## src/hdl/crcfrx_pkg.sv

```systemverilog
// Package for the CRC-16 frame receiver: result type, widths and the bytewise CRC step.
// No dependencies.
`default_nettype none

package crcfrx_pkg;

	localparam int BufferSizeDefault = 256;
	localparam int MinFrameBytes     = 10;
	localparam logic [15:0] CrcPoly  = 16'h1021;
	localparam int InDataW           = 8;
	localparam int OutDataW          = 72;

	typedef struct packed {
		logic [7:0]  byte_index;
		logic        frame_found;
		logic [8:0]  frame_length;
		logic [15:0] dest_addr;
		logic [15:0] source_addr;
		logic [7:0]  payload_length;
		logic [7:0]  operation;
	} res_t;

	// CRC-16, MSB first, one byte folded in through eight shift steps.
	function automatic logic [15:0] crc16_byte(input logic [15:0] crc_in, input logic [7:0] data);
		logic [15:0] crc;
		crc = crc_in ^ {data, 8'h00};
		for (int k = 0; k < 8; k++) begin
			crc = crc[15] ? ({crc[14:0], 1'b0} ^ CrcPoly) : {crc[14:0], 1'b0};
		end
		return crc;
	endfunction

endpackage

`default_nettype wire

```

## src/hdl/crcfrx_in_reg.sv

```systemverilog
// Input register of the CRC-16 frame receiver: holds one accepted byte until it can advance.
// Depends on crcfrx_pkg.
`default_nettype none

module crcfrx_in_reg import crcfrx_pkg::*; (
	input  wire logic               clk,
	input  wire logic               arst_n,
	input  wire logic               s_tvalid,
	output logic                    s_tready,
	input  wire logic [InDataW-1:0] s_tdata,
	input  wire logic               out_free,
	output logic                    adv,
	output logic [7:0]              byte_s1
);

	logic valid_s1;

	assign adv      = valid_s1 && out_free;
	assign s_tready = !valid_s1 || adv;

	always_ff @(posedge clk or negedge arst_n) begin
		if (!arst_n) begin
			valid_s1 <= 1'b0;
		end else if (s_tvalid && s_tready) begin
			valid_s1 <= 1'b1;
		end else if (adv) begin
			valid_s1 <= 1'b0;
		end
	end

	always_ff @(posedge clk) begin
		if (s_tvalid && s_tready) begin
			byte_s1 <= s_tdata[7:0];
		end
	end

endmodule

`default_nettype wire

```

## src/hdl/crcfrx_core.sv

```systemverilog
// Frame state of the CRC-16 frame receiver: running CRC, count, header capture and detection.
// Depends on crcfrx_pkg.
`default_nettype none

module crcfrx_core import crcfrx_pkg::*; #(
	parameter int BUFFER_SIZE = BufferSizeDefault
) (
	input  wire logic       clk,
	input  wire logic       arst_n,
	input  wire logic       adv,
	input  wire logic [7:0] byte_s1,
	output res_t            res
);

	localparam int CntW = $clog2(BUFFER_SIZE + 1);

	logic [15:0]     crc_q, crc_b, crc_n;
	logic [CntW-1:0] cnt_q, pos, cnt_n;
	logic            nz_q, nz_b, nz_n;
	logic [15:0]     dest_q, dest_b, dest_n;
	logic [15:0]     src_q, src_b, src_n;
	logic [7:0]      len_q, len_b, len_n;
	logic [7:0]      op_q, op_b, op_n;
	logic            ovf, found;
	logic [31:0]     pos_ext, cnt_ext;

	// A full buffer starts over before the byte is taken.
	assign ovf = cnt_q >= CntW'(BUFFER_SIZE);

	always_comb begin
		crc_b  = ovf ? 16'h0000 : crc_q;
		pos    = ovf ? '0 : cnt_q;
		nz_b   = ovf ? 1'b0 : nz_q;
		dest_b = ovf ? 16'h0000 : dest_q;
		src_b  = ovf ? 16'h0000 : src_q;
		len_b  = ovf ? 8'h00 : len_q;
		op_b   = ovf ? 8'h00 : op_q;

		crc_n  = crc16_byte(crc_b, byte_s1);
		nz_n   = nz_b || (byte_s1 != 8'h00);
		cnt_n  = pos + CntW'(1);
		dest_n = dest_b;
		src_n  = src_b;
		len_n  = len_b;
		op_n   = op_b;

		case (pos)
			CntW'(0): dest_n = {byte_s1, dest_b[7:0]};
			CntW'(1): dest_n = {dest_b[15:8], byte_s1};
			CntW'(2): src_n  = {byte_s1, src_b[7:0]};
			CntW'(3): src_n  = {src_b[15:8], byte_s1};
			CntW'(4): len_n  = byte_s1;
			CntW'(7): op_n   = byte_s1;
			default: ;
		endcase

		found   = (cnt_n >= CntW'(MinFrameBytes)) && nz_n && (crc_n == 16'h0000);
		pos_ext = 32'(pos);
		cnt_ext = 32'(cnt_n);

		res.byte_index     = pos_ext[7:0];
		res.frame_found    = found;
		res.frame_length   = found ? cnt_ext[8:0] : 9'd0;
		res.dest_addr      = found ? dest_n : 16'h0000;
		res.source_addr    = found ? src_n : 16'h0000;
		res.payload_length = found ? len_n : 8'h00;
		res.operation      = found ? op_n : 8'h00;
	end

	always_ff @(posedge clk or negedge arst_n) begin
		if (!arst_n) begin
			crc_q  <= 16'h0000;
			cnt_q  <= '0;
			nz_q   <= 1'b0;
			dest_q <= 16'h0000;
			src_q  <= 16'h0000;
			len_q  <= 8'h00;
			op_q   <= 8'h00;
		end else if (adv) begin
			if (found) begin
				crc_q  <= 16'h0000;
				cnt_q  <= '0;
				nz_q   <= 1'b0;
				dest_q <= 16'h0000;
				src_q  <= 16'h0000;
				len_q  <= 8'h00;
				op_q   <= 8'h00;
			end else begin
				crc_q  <= crc_n;
				cnt_q  <= cnt_n;
				nz_q   <= nz_n;
				dest_q <= dest_n;
				src_q  <= src_n;
				len_q  <= len_n;
				op_q   <= op_n;
			end
		end
	end

endmodule

`default_nettype wire

```

## src/hdl/crcfrx_out_reg.sv

```systemverilog
// Result register of the CRC-16 frame receiver: holds one result beat and packs it for the bus.
// Depends on crcfrx_pkg.
`default_nettype none

module crcfrx_out_reg import crcfrx_pkg::*; (
	input  wire logic                clk,
	input  wire logic                arst_n,
	input  wire logic                adv,
	input  res_t                     res,
	output logic                     out_free,
	output logic                     m_tvalid,
	input  wire logic                m_tready,
	output logic [OutDataW-1:0]      m_tdata,
	output logic                     m_tuser
);

	res_t res_q;
	logic valid_q;

	assign out_free = !valid_q || m_tready;
	assign m_tvalid = valid_q;
	assign m_tuser  = res_q.frame_found;
	assign m_tdata  = {7'b0, res_q.operation, res_q.payload_length, res_q.source_addr,
		res_q.dest_addr, res_q.frame_length, res_q.byte_index};

	always_ff @(posedge clk or negedge arst_n) begin
		if (!arst_n) begin
			valid_q <= 1'b0;
		end else if (adv) begin
			valid_q <= 1'b1;
		end else if (m_tready) begin
			valid_q <= 1'b0;
		end
	end

	always_ff @(posedge clk) begin
		if (adv) begin
			res_q <= res;
		end
	end

endmodule

`default_nettype wire

```

## src/hdl/crc16_frame_receiver_top.sv

```systemverilog
// Top level of the CRC-16 frame receiver: input register, frame state and result register.
// Depends on crcfrx_pkg, crcfrx_in_reg, crcfrx_core and crcfrx_out_reg.
//
//   Channel   Direction  Beat contents
//   s_*       in         s_tdata[7:0] = rx_byte
//   m_*       out        m_tdata = byte_index, frame_length, dest_addr, source_addr,
//                        payload_length, operation; m_tuser = frame_found
//
// The block takes one beat per clock cycle while s_tready is high and returns exactly one
// result beat for each. A byte is held in the input register until the result register is
// free; the CRC update, header capture and frame test are combinational and registered
// into the result register; m_tvalid rises in the cycle after the byte moves on.
// The asynchronous reset clears the frame state and both valid flags; no clearing pass is needed.
// The input register and result register form two slots, so a byte is still accepted while a
// result waits on m_tready; input stalls only when both slots are full.
`default_nettype none

module crc16_frame_receiver_top import crcfrx_pkg::*; #(
	// Buffer depth in bytes; the count starts over on the byte after this many have been taken.
	parameter int BUFFER_SIZE = BufferSizeDefault
) (
	input  wire logic                clk,
	input  wire logic                arst_n,
	input  wire logic                s_tvalid,
	output logic                     s_tready,
	// Bits from the lowest up: rx_byte[7:0].
	input  wire logic [InDataW-1:0]  s_tdata,
	output logic                     m_tvalid,
	input  wire logic                m_tready,
	// Bits from the lowest up: byte_index[7:0], frame_length[16:8], dest_addr[32:17],
	// source_addr[48:33], payload_length[56:49], operation[64:57], zero fill [71:65].
	output logic [OutDataW-1:0]      m_tdata,
	// Bits from the lowest up: frame_found[0].
	output logic                     m_tuser
);

	logic       out_free;
	logic       adv;
	logic [7:0] byte_s1;
	res_t       res;

	// Input slot; a byte moves on whenever the result slot is empty or being drained.
	crcfrx_in_reg u_in (
		.clk      (clk),
		.arst_n   (arst_n),
		.s_tvalid (s_tvalid),
		.s_tready (s_tready),
		.s_tdata  (s_tdata),
		.out_free (out_free),
		.adv      (adv),
		.byte_s1  (byte_s1)
	);

	// Running CRC, count and header capture; the state advances once per byte that moves on.
	crcfrx_core #(
		.BUFFER_SIZE (BUFFER_SIZE)
	) u_core (
		.clk     (clk),
		.arst_n  (arst_n),
		.adv     (adv),
		.byte_s1 (byte_s1),
		.res     (res)
	);

	// Result slot driving the master side of the stream.
	crcfrx_out_reg u_out (
		.clk      (clk),
		.arst_n   (arst_n),
		.adv      (adv),
		.res      (res),
		.out_free (out_free),
		.m_tvalid (m_tvalid),
		.m_tready (m_tready),
		.m_tdata  (m_tdata),
		.m_tuser  (m_tuser)
	);

endmodule

`default_nettype wire

```

## config.mk

```make
export PLATFORM = sky130hd
export DESIGN_NAME = crc16_frame_receiver_top
export DESIGN_NICKNAME = d
export VERILOG_FILES = /design/src/hdl/crcfrx_pkg.sv /design/src/hdl/crcfrx_in_reg.sv /design/src/hdl/crcfrx_core.sv /design/src/hdl/crcfrx_out_reg.sv /design/src/hdl/crc16_frame_receiver_top.sv
export SDC_FILE = /design/constraint.sdc
export NUM_CORES = 1
export LEC_CHECK = 0
export ABC_AREA = 1
export BUFFER_PORTS_ARGS = -buffer_cell sky130_fd_sc_hd__buf_4
export CAP_MARGIN = 40
export CORE_MARGIN = 5
export CORE_UTILIZATION = 40
export DETAILED_ROUTE_END_ITERATION = 6
export SYNTH_ARGS = -nofsm -noshare
export SYNTH_HDL_FRONTEND = slang
export SYNTH_SLANG_ARGS = --single-unit
```

## constraint.sdc

```tcl
create_clock -name clk -period 2.94 [get_ports clk]
set_input_delay 0.588 -clock clk [delete_from_list [all_inputs] [get_ports clk]]
set_output_delay 0.588 -clock clk [all_outputs]
set_load 0.005 [all_outputs]
```

==> implementation parameters <==
Parameter                              Value

Drt
  Max Used Layer    met4
  DR WL met2    8710 um
  DRC errors left    1
  Mean number of vias per cell    4.63
  Number of nets with antenna violations after detailed routing    0
  Number of DRC violations after detailed-routing iteration 0    just over 500
  Met3 wirelength from detailed routing    859 um
  Overall via count from detail_route    6142
  Average wire per cell in the routed design    roughly 14 um
  Routed length on met1    8550 um
  Routed wire length    about 18000 um
  TritonRoute pass-1 iters    7

Timing
  Setup TNS Final    0 ns
  Final cycle utilization of the critical path    approximately nine tenths
  Headroom to the max-slew limit    59.8%
  Final worst slack    0.296 ns
  Crit path time final    2.64 ns
  Worst clock skew on the final layout    0.00707 ns
  Pins over their slew limit    0
  Actual slew at the worst max-slew pin    0.603 ns
  Final count of hold timing violations    0
  Final setup violation count    0
  Post-Route Hold Slack    0.150 ns
  Fmax achieved    about 0.38 GHz
  RSZ-0062 raised after global routing    no

Worst setup path
  Setup slack, reg-to-reg    0.30 ns
  Required time of the critical path    3.30 ns
  Worst path top cell family by delay    simple AND/OR/NAND/NOR gates
  Worst-path cell chain    inv_6 -> buf_12 -> nand2_2 -> ha_1 -> nor2_1 -> nand3_1 -> a21oi_1 -> nand2_1 -> nor2_1 -> nor2_1 -> nand3_2 -> buf_4 -> nand2_1 -> nand2_1
  WP data arrival    roughly 3 ns
  Critical path type    reg2reg
  Critical-path maximum fanout    69
  Kind of capture point of the worst setup path    flip-flop
  Critical path startpoint category    flip-flop
  CP peak stage delay    0.47 ns
  Critical path's slowest cell    dfrtp_1
  Buf+Inv Stages, Crit Path    3

GRT
  First-pass GRT wire length    ~30000 um
  Total routing usage reported by global routing    17.1%
  Number of global-route vias before repair    5786
  Initial antenna violation count    0
  Global route overflow    0
  Pin count of the biggest net entering global routing    148

Clock network
  Clock buffer count from CTS    17
  Number of H-tree levels    4
  Clock latency at the later pin of the worst-skew pair    0.43 ns
  Setup bufs post-CTS    0
  TritonCTS Sinks    150
  Clock Tree Buf Depth    2
  CTS root buf    clkbuf_16
  CTS tree    done
  Number of buffers inserted for hold repair after clock tree synthesis    0
  Clock slew at reported path FFs    0.06 ns
  CTS resizes    0

Finish
  Area used by multi-input combinational logic    between 2000 and 3000 um2
  Final standard cell count with taps included and fillers excluded    1327
  Synth-to-layout area growth    17.7%
  Sequential Area    4120 um2
  Final net count    1070
  Number of antenna diodes    0
  Core occupancy in the finished layout    48.2%
  Ratio of cells with drive above 1 in the final layout    17.0%
  Fill cell instance count of the final layout    around 1800

Placed design
  Number of input and output port buffers inserted    79
  Final estimated routing congestion in global placement    0.880
  Minimum setup slack after placement    0.293 ns
  Post-DP HPWL    12500 um
  Total placed cells including tap cells    1295

Run status
  Status    complete, but fails checks
  Violated checks    DRC

Yosys
  Synthesized netlist cell count    982
  Cell area after synthesis    roughly 7700 um2
  Post-Synthesis Mean Instance Area    7.86 um2
  Distinct cell type count after synthesis    31
  Fraction of the yosys area taken by sequential cells    53.5%
  Share of flip-flops with an asynchronous set or reset    50.7%
  Dominant register cell in the synthesized netlist    dfrtp_1
  Synth warn    0
  Post-synthesis sequential element count    150
  Number of synthesized flops with an enable pin    74

Flow run
  MaxCap Viol Count    0

Power
  Leakage power    approximately 4.5 nW
  Portion of total power attributed to sequential cells    38.0%
  Power density cells    around 890 nW/um2
  Switching power as a share of total power    between 30 and 40%
  Part of the power in combinational logic    36.8%
  Internal Dissipation    about 5.0 mW
  Clock network fraction of design power    25.1%
  Peak supply drop    between 0.0004 and 0.0005 V
  Switching power summed over all nets    3.10 mW

Floorplan
  Vertical extent of the die    149 um
  Die width    around 150 um
  Initial core utilization    around two fifths
  Number of rows created at floorplan    50
  Floorplan die area    22200 um2
  Count of pins on the block boundary    87
  CORE AREA    18800 um2

Min path
  Type of the most critical hold path    in2async
synth_stat cells, types with 4 or more instances:
master | number | area share [%]
buf_6 | 9 | 1.3
edfxtp_1 | 74 | 29
o21ai_0 | 40 | 2.6
dfrtp_1 | 76 | 25
buf_4 | 8 | 0.78
clkbuf_1 | 20 | 0.97
inv_2 | 15 | 0.73
inv_1 | 92 | 4.5
ha_1 | 4 | 0.65
nand3_1 | 71 | 4.6
nand2_2 | 12 | 0.97
buf_2 | 9 | 0.58
nor2_1 | 132 | 6.4
nor2_2 | 22 | 1.8
nand2_1 | 379 | 18
worst paths after layout:
kind                                  start                to  cells past startpoint
max                         u_core.cnt_q[8]       u_core.nz_q                     14
max reg2reg                 u_core.cnt_q[8]       u_core.nz_q                     14
max in group asynchronous            arst_n    u_core.op_q[6]                      2
min in group clk                 s_tdata[4]   u_in.byte_s1[4]                      1
min reg2reg                u_core.dest_q[9]  u_core.dest_q[9]                      2
min                                  arst_n     u_in.valid_s1                      1
metal layers:
layer	global-route usage, %	up-vias
met5	0	-
met4	4.67	0
met3	4.04	17
met2	27.2	155
met1	23.7	2807
li1	-	3163
state kept, by name, indices dropped and copies added (netlist names):
| name | flops |
|---|---|
| u_core.len_q | 8 |
| u_in.byte_s1 | 8 |
| u_core.op_q | 8 |
| u_core.nz_q | 1 |
| u_out.m_tuser | 1 |
| u_core.cnt_q | 9 |
| u_core.dest_q | 16 |
| u_core.src_q | 16 |
| u_out.m_tvalid | 1 |
| u_core.crc_q | 16 |
| u_in.valid_s1 | 1 |
| u_out.m_tdata | 65 |
placed cells by master, fill, tap and decap left out, drive strengths merged:
cell	count
a21oi	1
and2	1
buf	94
bufinv	1
clkbuf	23
clkinv	6
clkinvlp	1
conb	7
dfrtp	76
edfxtp	74
ha	4
inv	109
nand2	393
nand3	72
nand3b	2
nand4	2
nor2	154
nor3	4
o21ai	42
or2	1
metrics by stage:
step	instance area (um2)	total power, mW
final	9080	8.05
after global routing	9080	8.72
after CTS	9080	8.11
after detailed placement	8540	6.07
after global placement	8540	6.03
after floorplan	7740	5.22
layout make-up:
type                            instances  share of cell area [%]
Clock buffer                           23                    5.04
Clock inverter                          9                   0.896
Inverter                              108                    4.52
Multi-Input combinational cell        683                    32.2
Sequential cell                       150                    45.4
Tap cell                              260                    3.58
Timing Repair Buffer                   94                    8.32
power groups by stage:
| stage | logic, mW | clock network (mW) | registers (mW) |
|---|---|---|---|
| detailed placement | 2.98 | 0 | 3.09 |
| floorplan | 2.18 | 0 | 3.04 |
| global placement | 2.94 | 0 | 3.10 |
| global route | 3.44 | 2.16 | 3.12 |
| finish | 2.97 | 2.02 | 3.06 |
| CTS | 2.99 | 2.07 | 3.06 |
cells by family (layout without fill, tap and decap cells):
group	count (synthesis)	after routing	share of synthesized area, %
buf+inv	155	234	9.02
compound gates	43	43	2.84
simple gates	629	629	34.0
other cells	1	7	0.0486
fa+ha+maj	4	4	0.649
flops	150	150	53.5
Note: power is estimated with default switching activity, not from simulation.
